<file path="config.mk">
export PLATFORM = sky130hd
export DESIGN_NAME = psvc_ctrl
export DESIGN_NICKNAME = d
export VERILOG_FILES = /design/src/rtl/psvc_pkg.sv /design/src/rtl/psvc_ctrl.sv
export SDC_FILE = /design/constraint.sdc
export NUM_CORES = 1
export LEC_CHECK = 0
export ABC_AREA = 0
export BUFFER_PORTS_ARGS = -buffer_cell sky130_fd_sc_hd__buf_2
export CAP_MARGIN = 30
export CORE_UTILIZATION = 40
export DETAILED_ROUTE_END_ITERATION = 6
export GPL_ROUTABILITY_DRIVEN = 0
export PLACE_DENSITY = 0.71
export SLEW_MARGIN = 25
export SYNTH_ARGS = -nofsm -noshare
export SYNTH_HDL_FRONTEND = slang
export SYNTH_SLANG_ARGS = --single-unit
</file>
<file path="constraint.sdc">
create_clock -name clock -period 1.85 [get_ports clock]
set_clock_uncertainty 0.2 [all_clocks]
set_input_delay 0.0925 -clock clock [delete_from_list [all_inputs] [get_ports clock]]
set_output_delay 0.0925 -clock clock [all_outputs]
set_load 0.005 [all_outputs]
</file>
<file path="src/rtl/psvc_pkg.sv">
// Shared types and constants for the path segment velocity compiler.
// No dependencies; every other file in this folder imports it.
`timescale 1ns / 1ps

package psvc_pkg;

   localparam logic [1:0] KIND_HEAD  = 2'd0;
   localparam logic [1:0] KIND_LINE  = 2'd1;
   localparam logic [1:0] KIND_CURVE = 2'd2;
   localparam logic [1:0] KIND_END   = 2'd3;

   localparam logic [14:0] STEP_MAX = 15'd32767;

   // Last iteration index of the square root, the step division, the
   // velocity quotient division and the small velocity root.
   localparam logic [4:0] ROOT_LAST  = 5'd31;
   localparam logic [4:0] DIV_LAST   = 5'd31;
   localparam logic [4:0] QDIV_LAST  = 5'd17;
   localparam logic [4:0] FROOT_LAST = 5'd8;

   typedef enum logic [4:0] {
      OP_IDLE,
      OP_LOAD,
      OP_HEAD,
      OP_SQX,
      OP_SQY,
      OP_RINIT,
      OP_RSTEP,
      OP_DINIT,
      OP_DSTEP,
      OP_STEPS,
      OP_MLO,
      OP_MHI,
      OP_QSTEP,
      OP_FSTEP,
      OP_VEL,
      OP_UPD,
      OP_EMIT_LINE,
      OP_EMIT_END
   } op_type;

   typedef struct packed {
      op_type     op;
      logic [4:0] idx;
      logic       axis;
   } cmd_type;

   typedef struct packed {
      logic zero_len;
      logic out_free;
   } sts_type;

endpackage

</file>
<file path="src/rtl/psvc_ctrl.sv">
// Sequencer of the path segment velocity compiler: walks the datapath
// through each segment's operations. Depends on psvc_pkg.
`timescale 1ns / 1ps

module psvc_ctrl
   import psvc_pkg::*;
(
   input  logic       clock,
   input  logic       reset,
   input  logic       req_valid,
   input  logic [1:0] req_seg_kind,
   output logic       req_stall,
   input  sts_type    sts,
   output cmd_type    cmd
);

   typedef enum logic [4:0] {
      S_IDLE, S_HEAD, S_END, S_SQX, S_SQY, S_CHK, S_ROOT, S_DINIT, S_DIV,
      S_STEPS, S_MLO, S_MHI, S_QDIV, S_FROOT, S_VEL, S_UPD, S_EMIT
   } state_type;

   state_type  state_ff;
   logic [4:0] cnt_ff;
   logic       axis_ff;

   assign req_stall = (state_ff != S_IDLE);

   always_comb begin
      cmd.op   = OP_IDLE;
      cmd.idx  = cnt_ff;
      cmd.axis = axis_ff;
      unique case (state_ff)
         S_IDLE:  if (req_valid) cmd.op = OP_LOAD;
         S_HEAD:  cmd.op = OP_HEAD;
         S_END:   if (sts.out_free) cmd.op = OP_EMIT_END;
         S_SQX:   cmd.op = OP_SQX;
         S_SQY:   cmd.op = OP_SQY;
         S_CHK:   cmd.op = OP_RINIT;
         S_ROOT:  cmd.op = OP_RSTEP;
         S_DINIT: cmd.op = OP_DINIT;
         S_DIV:   cmd.op = OP_DSTEP;
         S_STEPS: cmd.op = OP_STEPS;
         S_MLO:   cmd.op = OP_MLO;
         S_MHI:   cmd.op = OP_MHI;
         S_QDIV:  cmd.op = OP_QSTEP;
         S_FROOT: cmd.op = OP_FSTEP;
         S_VEL:   cmd.op = OP_VEL;
         S_UPD:   cmd.op = OP_UPD;
         S_EMIT:  if (sts.out_free) cmd.op = OP_EMIT_LINE;
         default: cmd.op = OP_IDLE;
      endcase
   end

   always_ff @(posedge clock) begin
      if (reset) begin
         state_ff <= S_IDLE;
         cnt_ff   <= '0;
         axis_ff  <= 1'b0;
      end else begin
         unique case (state_ff)
            S_IDLE: begin
               cnt_ff  <= '0;
               axis_ff <= 1'b0;
               if (req_valid) begin
                  unique case (req_seg_kind)
                     KIND_HEAD:  state_ff <= S_HEAD;
                     KIND_LINE:  state_ff <= S_SQX;
                     KIND_CURVE: state_ff <= S_IDLE;
                     KIND_END:   state_ff <= S_END;
                     default:    state_ff <= S_IDLE;
                  endcase
               end
            end
            S_HEAD: state_ff <= S_IDLE;
            S_END:  if (sts.out_free) state_ff <= S_IDLE;
            S_SQX:  state_ff <= S_SQY;
            S_SQY:  state_ff <= S_CHK;
            S_CHK: begin
               cnt_ff   <= '0;
               state_ff <= sts.zero_len ? S_IDLE : S_ROOT;
            end
            S_ROOT: begin
               cnt_ff <= cnt_ff + 5'd1;
               if (cnt_ff == ROOT_LAST) state_ff <= S_DINIT;
            end
            S_DINIT: begin
               cnt_ff   <= '0;
               state_ff <= S_DIV;
            end
            S_DIV: begin
               cnt_ff <= cnt_ff + 5'd1;
               if (cnt_ff == DIV_LAST) state_ff <= S_STEPS;
            end
            S_STEPS: begin
               axis_ff  <= 1'b0;
               state_ff <= S_MLO;
            end
            S_MLO: state_ff <= S_MHI;
            S_MHI: begin
               cnt_ff   <= '0;
               state_ff <= S_QDIV;
            end
            S_QDIV: begin
               if (cnt_ff == QDIV_LAST) begin
                  cnt_ff   <= '0;
                  state_ff <= S_FROOT;
               end else begin
                  cnt_ff <= cnt_ff + 5'd1;
               end
            end
            S_FROOT: begin
               cnt_ff <= cnt_ff + 5'd1;
               if (cnt_ff == FROOT_LAST) state_ff <= S_VEL;
            end
            S_VEL: begin
               if (!axis_ff) begin
                  axis_ff  <= 1'b1;
                  state_ff <= S_MLO;
               end else begin
                  axis_ff  <= 1'b0;
                  state_ff <= S_UPD;
               end
            end
            S_UPD: begin
               axis_ff <= 1'b1;
               if (axis_ff) state_ff <= S_EMIT;
            end
            S_EMIT: if (sts.out_free) state_ff <= S_IDLE;
            default: state_ff <= S_IDLE;
         endcase
      end
   end

endmodule

</file>
==> results.yml, run 1 <==
detailed_routing:
  detailroute.via_count: 1029
  drt_first_pass_iters: 4
  postRouteAntennaNets: 0
  finalWirelength_um: 2761
  via_per_inst: 5.503
  detail_route.drc_violations: 0
  post_drt_wl_per_cell_um: 14.76
  detail_route.iter0.violations: 28
clock_tree:
  cts_root_buf: "sky130_fd_sc_hd__clkbuf_4"
  count_of_clock_tree_sinks: 11
  worst_setup_hold_path_clk_slew_ns: 0.08
  clock_tree_from_tritoncts: "yes"
  clock_tree.htree_level_count: 1
  clk_path_buf_depth: 2
  worst_skew_pair.late_latency_ns: 0.28
  cts_inserted_buffers: 3
sta:
  maxClockFrequency_mhz: 521.3
  finalCritPeriodShare: 1.037
  post-route-min-period_ns: 1.918
  drv_slew: 0
  slew-limit-headroom: 0.7183
  setup_repair_after_global_routing_missed_its_margin: "true"
  hold_viol: 0
  post_route_worst_setup_slack_ns: -0.06814
  worst_margin_pin_slew_ns: 0.4173
  finalSetupTns_ns: -0.3351
  report.final.setup_viol: 9
floorplanning:
  floorplan.die.height_um: 51.27
  start_util: 0.4306
  design.core.area_um2: 2255
  design.portCount: 19
  x_dimension_of_the_die_um: 51.27
  std_cell_rows: 17
  fp.dieArea_um2: 2628
run_status:
  run_status: "finished, violations left"
  violations_in_the_final_reports: "setup timing"
pwr:
  cellPowerDensity_nw_per_um2: 567.4
  power.clock.fraction: 0.227
  netSwitchingPower_uw: 274.5
  sum_of_internal_switching_and_leakage_power_uw: 765.3
  irDropWorstVdd_mv: 0.4229
  netSwitchingFraction: 0.3587
  power_frac_seq: 0.358
  total_leakage_power_nw: 0.5658
  internal-power_uw: 490.8
  part_of_the_power_in_combinational_logic: 0.415
synth:
  synth.yosys.warnings: 0
  number_of_enable_flip_flop_cells_after_synthesis: 0
  ys_dominant_reg_cell: "sky130_fd_sc_hd__dfxtp_1"
  post_synth_instance_area_um2: 970.9
  yosysUniqueCellTypes: 47
  postSynthCellCount: 123
  synth_async_sr_flop_share: 0
  mean_syn_cell_area_um2: 7.894
  syn-num-nets: 134
  yosys_register_bits: 11
  synth_sequential_area_ratio: 0.2268
global_routing:
  first_global_vias: 982
  grt_pass1_wl_um: 4360
  overflow: 0
  grt_max_degree: 16
  combined_global_route_utilization_of_all_metal_layers: 0.2228
  initial_antenna_violation_count: 0
worst_setup_path:
  critical-path-top-delay-family: "simple AND/OR/NAND/NOR gates"
  critical_path_arrival_ns: 1.91
  criticalPathCategory: "reg -> reg"
  r2r-start: "cnt_ff[0]"
  worstPathMaxFanout: 5
  timing.critical_path.slowest_stage_cell: "sky130_fd_sc_hd__or4b_4"
  required_time_at_the_endpoint_of_the_critical_path_ns: 1.85
  cp_slowest_stage_delay_ns: 0.57
  path_buf_inv: 0
  worstReg2RegEnd: "state_ff[2]"
  end_kind: "flip-flop"
  setup.reg_to_reg.worst_slack_ns: -0.07
  crit_chain: "ha_4, nor4bb_1, or4b_4, nand2_4, nor3b_4, o32ai_2"
  rr_worst_depth: 6
  cp-start-kind: "flip-flop"
finish:
  postLayoutCoreUtil: 0.5982
  drive_above_1_share: 0.4780
  finish.instance_area_um2: 1349
  layout.cells.most_common: "sky130_fd_sc_hd__buf_4"
  commonest_cells_after_routing_fill_and_taps_aside: "sky130_fd_sc_hd__buf_4 (24), sky130_fd_sc_hd__buf_2 (18), sky130_fd_sc_hd__nand2_1 (8), sky130_fd_sc_hd__nor2_1 (7), sky130_fd_sc_hd__o21ai_0 (7)"
  nNetsFinal: 171
  n_diodes: 0
  num-fill-cells: 207
  flow.area_growth_from_synthesis_pct: 38.92
  layout.cells.non_filler: 187
hold_path:
  hold_class: "in -> reg"
  min_delay_worst_endpoint: "state_ff[1]"
  timing.hold.worst.start: "sts[0]"
  worst_hold_path_cells: 4
placed_design:
  placement.cell_area_um2: 1202
  post-place-cells: 179
  numPortBuffers: 18
  hpwlAfterDp_um: 1933
job:
  maxCapViolations: 0
cells by family after synthesis:
family / count (synthesis) / synth area share
compound gates: 33 / 0.2681
xor+xnor: 5 / 0.04511
fa+ha+maj: 4 / 0.05155
buf+inv: 17 / 0.08376
flops: 11 / 0.2268
mux: 1 / 0.01031
simple gates: 52 / 0.3144
worst register-to-register path: cells and delay by family (launching register included):
family          cells  cell delay [ns]
flops               1             0.38
fa+ha+maj           1             0.16
simple gates        4             0.85
compound gates      1             0.26
routing by layer:
metal | vias up | global-route usage | routed length [µm]
met3 | 6 | 0.03571 | 128
met1 | 471 | 0.2643 | 1169
met4 | 0 | 0.05405 | 47
met2 | 35 | 0.4123 | 1417
met5 | - | 0 | 0
li1 | 517 | - | -
sequential cells by signal (all words and copies together) (netlist names):
name and count:
axis_ff 1, cnt_ff 5, state_ff 5
per-stage QoR:
step	hold slack, ns	setup slack, ns
global route	0.1578	-0.1487
finish	0.1387	-0.06814
CTS	0.1159	-0.03189
detailed placement	0.2131	-0.06940
floorplan	0.05571	-0.009219
global placement	0.2055	-0.007668
worst max path at each step:
stage / cells past startpoint / endpoint / slack (ns) / startpoint
3_3_place_gp: 5 / cnt_ff[2] / -0.008 / state_ff[0]
3_5_place_dp: 5 / cnt_ff[0] / -0.07 / state_ff[0]
4_1_cts: 7 / state_ff[2] / -0.03 / cnt_ff[1]
2_1_floorplan: 6 / state_ff[0] / -0.009 / state_ff[3]
5_1_grt: 7 / state_ff[2] / -0.15 / cnt_ff[1]
6_report: 6 / state_ff[2] / -0.07 / cnt_ff[0]
cells in the mapped netlist, drive strengths merged (2+ instances only):
library cell	n	area, µm²
buf	9	51.30
nor2	11	41.29
o32ai	3	33.79
nor3	6	30.03
nor2b	2	12.51
dfxtp	11	220.2
clkbuf	2	7.510
xnor2	3	26.28
nand3	4	20.02
a21oi	7	35.03
nor3b	3	27.52
inv	6	22.52
or3	2	22.52
nand2b	5	31.28
nand3b	4	30.03
nand2	9	33.78
o21ai	7	35.03
a211oi	2	15.01
ha	4	50.05
xor2	2	17.52
power groups by stage:
stage,clock (mW),sequential (mW),combinational (mW)
after global routing,0.194,0.277,0.343
after detailed placement,0,0.275,0.285
after global placement,0,0.274,0.275
after floorplan,0,0.262,0.192
final,0.174,0.274,0.317
after CTS,0.176,0.269,0.300
timing repair:
item                                    CTS  global route
hold endpoints to repair                  5             0
endpoints found under the setup margin   10            10
buffers inserted                          2             1
hold buffers                              1             0
resized for setup                         8            13
pin swaps                                 5             1
area by class of cell:
cell class | instances | area, µm² | share of cell area
Clock buffer | 3 | 22.52 | 0.01670
Clock inverter | 1 | 5.005 | 0.003711
Inverter | 6 | 22.52 | 0.01670
Multi-Input combinational cell | 95 | 753.2 | 0.5584
Sequential cell | 11 | 230.2 | 0.1707
Tap cell | 28 | 35.03 | 0.02597
Timing Repair Buffer | 43 | 280.3 | 0.2078
(Power assumes the default switching activity.)
==> run 2, diff against run 1 <==
--- a/config.mk
+++ b/config.mk
@@ -12,6 +12,7 @@
 export DETAILED_ROUTE_END_ITERATION = 6
 export GPL_ROUTABILITY_DRIVEN = 0
 export PLACE_DENSITY = 0.71
+export SETUP_SLACK_MARGIN = 0.1
 export SLEW_MARGIN = 25
 export SYNTH_ARGS = -nofsm -noshare
 export SYNTH_HDL_FRONTEND = slang
==> run 2 against run 1 <==
The flow still finishes with violations (setup timing); clock power is 4% lower; cell area is 0.19% higher; die area stayed put; final cell count is 1.6% lower; non-clock buffer count is 3 lower; setup slack better by 0.017 ns; core utilization is 0.11 points higher; maximum frequency is 0.87% higher; via count is 1.3% higher; critical path type unchanged; critical endpoint unchanged; largest cell class unchanged.
==> results.yml, run 2 (synthesis gave the netlist of run 1 again) <==
global_routing:
  overflow: 0
  combined_global_route_utilization_of_all_metal_layers: 0.2255
  initial_antenna_violation_count: 0
  first_global_vias: 1012
  grt_pass1_wl_um: 4395
  grt_max_degree: 16
clock_tree:
  clk_path_buf_depth: 2
  cts_inserted_buffers: 3
  cts_root_buf: "sky130_fd_sc_hd__clkbuf_4"
  clock_tree.htree_level_count: 1
  clock_tree_from_tritoncts: "yes"
  worst_skew_pair.late_latency_ns: 0.27
  worst_setup_hold_path_clk_slew_ns: 0.07
  count_of_clock_tree_sinks: 11
placed_design:
  hpwlAfterDp_um: 1914
  post-place-cells: 177
  dp_slack_ns: -0.06690
  numPortBuffers: 18
finish:
  postLayoutCoreUtil: 0.5993
  commonest_cells_after_routing_fill_and_taps_aside: "sky130_fd_sc_hd__buf_2 (17), sky130_fd_sc_hd__buf_4 (17), sky130_fd_sc_hd__nand2_1 (8), sky130_fd_sc_hd__nor2_1 (7), sky130_fd_sc_hd__o21ai_0 (7)"
  drive_above_1_share: 0.4679
  flow.area_growth_from_synthesis_pct: 39.18
  n_diodes: 0
  nNetsFinal: 168
  layout.cells.non_filler: 184
  layout_top_registers: "cnt_ff (5), state_ff (5), axis_ff (1)"
detailed_routing:
  postRouteAntennaNets: 0
  detailroute.via_count: 1042
  post_drt_wl_per_cell_um: 15.13
  via_per_inst: 5.663
  finalWirelength_um: 2783
  detail_route.drc_violations: 0
  drt_first_pass_iters: 4
  detail_route.iter0.violations: 22
job:
  maxCapViolations: 0
worst_setup_path:
  cp-start-kind: "flip-flop"
  crit_top_cell: "sky130_fd_sc_hd__or3_4"
  worstPathMaxFanout: 4
  critical-path-top-delay-family: "simple AND/OR/NAND/NOR gates"
  path_buf_inv: 0
  critical_path_arrival_ns: 1.84
  criticalPathCategory: "reg -> reg"
  required_time_at_the_endpoint_of_the_critical_path_ns: 1.79
  end_kind: "flip-flop"
  crit_chain: "or3_4, or3_4, o22ai_4, or2_4, o32ai_2"
  timing.critical_path.slowest_stage_cell: "sky130_fd_sc_hd__or3_4"
  cp_slowest_stage_delay_ns: 0.36
sta:
  post-route-min-period_ns: 1.902
  maxClockFrequency_mhz: 525.9
  fin_worst_hold_slack_ns: 0.1270
  report.final.setup_viol: 6
  hold_viol: 0
  slew-limit-headroom: 0.7365
  post_route_worst_setup_slack_ns: -0.05159
  finalCritPeriodShare: 1.028
  setup_repair_after_global_routing_missed_its_margin: "true"
  worst_margin_pin_slew_ns: 0.3903
  drv_slew: 0
hold_path:
  hold_class: "in -> reg"
run_status:
  violations_in_the_final_reports: "setup timing"
  run_status: "finished, violations left"
floorplanning:
  design.core.area_um2: 2255
  start_util: 0.4306
  design.portCount: 19
  fp.dieArea_um2: 2628
  std_cell_rows: 17
  floorplan.die.height_um: 51.27
  x_dimension_of_the_die_um: 51.27
pwr:
  irDropWorstVdd_mv: 0.5352
  sum_of_internal_switching_and_leakage_power_uw: 771.1
  total_leakage_power_nw: 0.5609
  cellPowerDensity_nw_per_um2: 570.6
-- run 2: cell type report --
cell class	instances	area, µm²
sequential	11	230.2
clock buffer	4	26.28
tap	28	35.03
inverter	6	22.52
multi-input combinational	95	758.2
timing repair buffer	40	279.0
fill	219	903.4
-- run 2: worst paths after layout --
check,start,endpoint,slack [ns],depth (start not counted)
worst max register to register,state_ff[3],state_ff[2],-0.05,5
worst min-delay path,sts[0],state_ff[1],0.13,4
worst min register to register,cnt_ff[0],cnt_ff[0],0.38,2
worst max-delay path,state_ff[3],state_ff[2],-0.05,5
-- run 2: stage by stage --
stage                     instance area, µm²  setup TNS [ns]
after floorplan                        978.4        -0.01703
after global placement                  1187        -0.09009
after detailed placement                1187         -0.3334
after CTS                               1270         -0.1090
after global routing                    1351         -0.5146
final                                   1351         -0.2083
-- run 2: power breakdown --
group | total [mW] | switching (mW) | internal, mW
combinational | 0.330 | 0.165 | 0.165
sequential | 0.274 | 0.0241 | 0.250
clock | 0.167 | 0.0835 | 0.0834
-- run 2: worst min-delay path, stage by stage --
cell	delay, ns
sky130_fd_sc_hd__buf_2	0.13
sky130_fd_sc_hd__o22ai_4	0.18
sky130_fd_sc_hd__nor3b_4	0.08
sky130_fd_sc_hd__o32ai_2	0.07
-- run 2: what timing repair did --
item,4_1_cts,5_1_grt
gates resized for setup,8,19
setup endpoints to repair,11,13
buffers inserted,2,0
endpoints found under the hold margin,5,0
hold buffers,1,0
pin swaps,4,11
-- run 2: routing by layer --
layer  track usage  part of all wire  vias to the layer above
met3       0.04762             0.040                        6
met5             0                 0                        -
met2        0.4101              0.52                       27
met4       0.08559             0.020                        0
met1        0.2545              0.42                      493
li1              -                 -                      516
==> run 3, diff against run 2 <==
--- a/config.mk
+++ b/config.mk
@@ -12,6 +12,7 @@
 export DETAILED_ROUTE_END_ITERATION = 6
 export GPL_ROUTABILITY_DRIVEN = 0
 export PLACE_DENSITY = 0.71
+export RECOVER_POWER = 100
 export SETUP_SLACK_MARGIN = 0.1
 export SLEW_MARGIN = 25
 export SYNTH_ARGS = -nofsm -noshare
==> run 3 against run 2 <==
The run still ends with setup timing left; non-clock buffer count unchanged; wire length decreased by 0.18%; register-to-register slack about the same; global-route usage unchanged; largest cell class unchanged; total power is 0.16% lower; core utilization fell by 0.33 points; via count grew 0.29%; maximum frequency rose by 0.16%; sequential power barely moved; largest power group unchanged; setup slack better by 0.0031 ns.
==> results.yml, run 3 (synthesis gave the netlist of run 1 again) <==
finish:
  drive_above_1_share: 0.4423
  flow.area_growth_from_synthesis_pct: 38.40
  finish.instance_area_um2: 1344
  nNetsFinal: 168
  commonest_cells_after_routing_fill_and_taps_aside: "sky130_fd_sc_hd__buf_4 (16), sky130_fd_sc_hd__buf_2 (14), sky130_fd_sc_hd__nand2_1 (8), sky130_fd_sc_hd__nor2_1 (7), sky130_fd_sc_hd__o21ai_0 (7)"
  layout.cells.most_common: "sky130_fd_sc_hd__buf_4"
  layout_top_registers: "cnt_ff (5), state_ff (5), axis_ff (1)"
  num-fill-cells: 221
  n_diodes: 0
run_status:
  run_status: "finished, violations left"
  violations_in_the_final_reports: "setup timing"
floorplanning:
  floorplan.die.height_um: 51.27
  design.portCount: 19
  design.core.area_um2: 2255
  fp.dieArea_um2: 2628
  std_cell_rows: 17
  x_dimension_of_the_die_um: 51.27
  start_util: 0.4306
job:
  maxCapViolations: 0
detailed_routing:
  detail_route.drc_violations: 0
  via_per_inst: 5.679
  detail_route.iter0.violations: 23
  finalWirelength_um: 2778
  post_drt_wl_per_cell_um: 15.10
  detailroute.via_count: 1045
  postRouteAntennaNets: 0
  drt_first_pass_iters: 4
sta:
  post-route-min-period_ns: 1.898
  worst_margin_pin_slew_ns: 0.4949
  post_route_worst_setup_slack_ns: -0.04845
  maxClockFrequency_mhz: 526.7
  hold_viol: 0
  report.final.setup_viol: 6
  fin_worst_hold_slack_ns: 0.1196
  finalCritPeriodShare: 1.026
  drv_slew: 0
  slew-limit-headroom: 0.6696
  finalSetupTns_ns: -0.2030
  setup_repair_after_global_routing_missed_its_margin: "true"
pwr:
  irDropWorstVdd_mv: 0.5373
  total_leakage_power_nw: 0.5464
  cellPowerDensity_nw_per_um2: 572.9
clock_tree:
  worst_setup_hold_path_clk_slew_ns: 0.07
  clk_path_buf_depth: 2
  count_of_clock_tree_sinks: 11
  worst_skew_pair.late_latency_ns: 0.27
  clock_tree.htree_level_count: 1
  clock_tree_from_tritoncts: "yes"
  cts_root_buf: "sky130_fd_sc_hd__clkbuf_4"
  cts_inserted_buffers: 3
hold_path:
  worst_hold_path_cells: 4
  hold_class: "in -> reg"
worst_setup_path:
  timing.critical_path.slowest_stage_cell: "sky130_fd_sc_hd__or4b_4"
  required_time_at_the_endpoint_of_the_critical_path_ns: 1.80
  critical_path_arrival_ns: 1.85
  end_kind: "flip-flop"
  worstPathMaxFanout: 12
  cp-start-kind: "flip-flop"
  criticalPathCategory: "reg -> reg"
  rr_worst_depth: 5
  cp_slowest_stage_delay_ns: 0.53
  crit_chain: "nor2_1, or4b_4, nand2_4, or2_4, o32ai_2"
global_routing:
  grt_pass1_wl_um: 4395
  first_global_vias: 1012
  initial_antenna_violation_count: 0
  overflow: 0
  combined_global_route_utilization_of_all_metal_layers: 0.2255
  grt_max_degree: 16
placed_design:
  hpwlAfterDp_um: 1914
  placement.cell_area_um2: 1187
  numPortBuffers: 18
## run 3: cell types whose count changed in the layout (fill, tap and decap cells not counted)
| cell | before | now |
|---|---|---|
| sky130_fd_sc_hd__dfxtp_1 | 5 | 6 |
| sky130_fd_sc_hd__dfxtp_2 | 5 | 4 |
| sky130_fd_sc_hd__buf_2 | 17 | 14 |
| sky130_fd_sc_hd__buf_4 | 17 | 16 |
| sky130_fd_sc_hd__clkbuf_2 | 0 | 1 |
| sky130_fd_sc_hd__clkbuf_1 | 1 | 4 |
## run 3: timing repair
item | 4_1_cts | 5_1_grt
hold endpoints to repair | 5 | 0
setup endpoints to repair | 11 | 13
gates resized for setup | 8 | 19
gates cloned | 0 | 0
hold buffers | 1 | 0
buffers inserted | 2 | 0
pin swaps | 4 | 11
## run 3: per-stage QoR
step | std cells | setup WS [ns] | utilization | total power, mW
after floorplan | 123 | -0.009219 | - | 0.4538
after global placement | 177 | -0.01926 | 0.5266 | 0.5469
after detailed placement | 177 | -0.06690 | 0.5266 | 0.5554
after CTS | 184 | -0.03919 | 0.5633 | 0.7409
after global routing | 184 | -0.08835 | 0.5960 | 0.8052
final | 184 | -0.04845 | 0.5960 | 0.7698
## run 3: report_power, final
part / total, mW / internal, mW / switching [mW]
clock: 0.167 / 0.0834 / 0.0838
combinational: 0.329 / 0.165 / 0.164
sequential: 0.274 / 0.250 / 0.0241
total: 0.770 / 0.498 / 0.272
## run 3: final cells by class
type / instances / area [µm²] / share of cell area
multi-input cells: 95 / 758.2 / 0.5642
repair buffers: 40 / 272.8 / 0.2030
inverters: 6 / 22.52 / 0.01676
clock buffers: 4 / 26.28 / 0.01955
well taps: 28 / 35.03 / 0.02607
flip-flops and latches: 11 / 229.0 / 0.1704
## run 3: worst paths after layout
kind	to	from	slack (ns)
worst min-delay path	state_ff[1]	sts[0]	0.12
worst max-delay path	state_ff[0]	state_ff[4]	-0.05
worst max register to register	state_ff[0]	state_ff[4]	-0.05
worst min register to register	cnt_ff[0]	cnt_ff[0]	0.38
## run 3: per-layer routing
metal  global-route usage  vias up  wire length [µm]
li1                     -      516                 -
met1               0.2545      495              1162
met2               0.4101       28              1434
met3              0.04762        6               124
met4              0.08559        0                57
met5                    0        -                 0
## run 3: worst max-delay path: cells and delay by family, from the launching register on
family	cells	cell delay [ns]
DFF	1	0.47
and+or+nand+nor	4	1.03
AOI/OAI and AO/OA	1	0.08
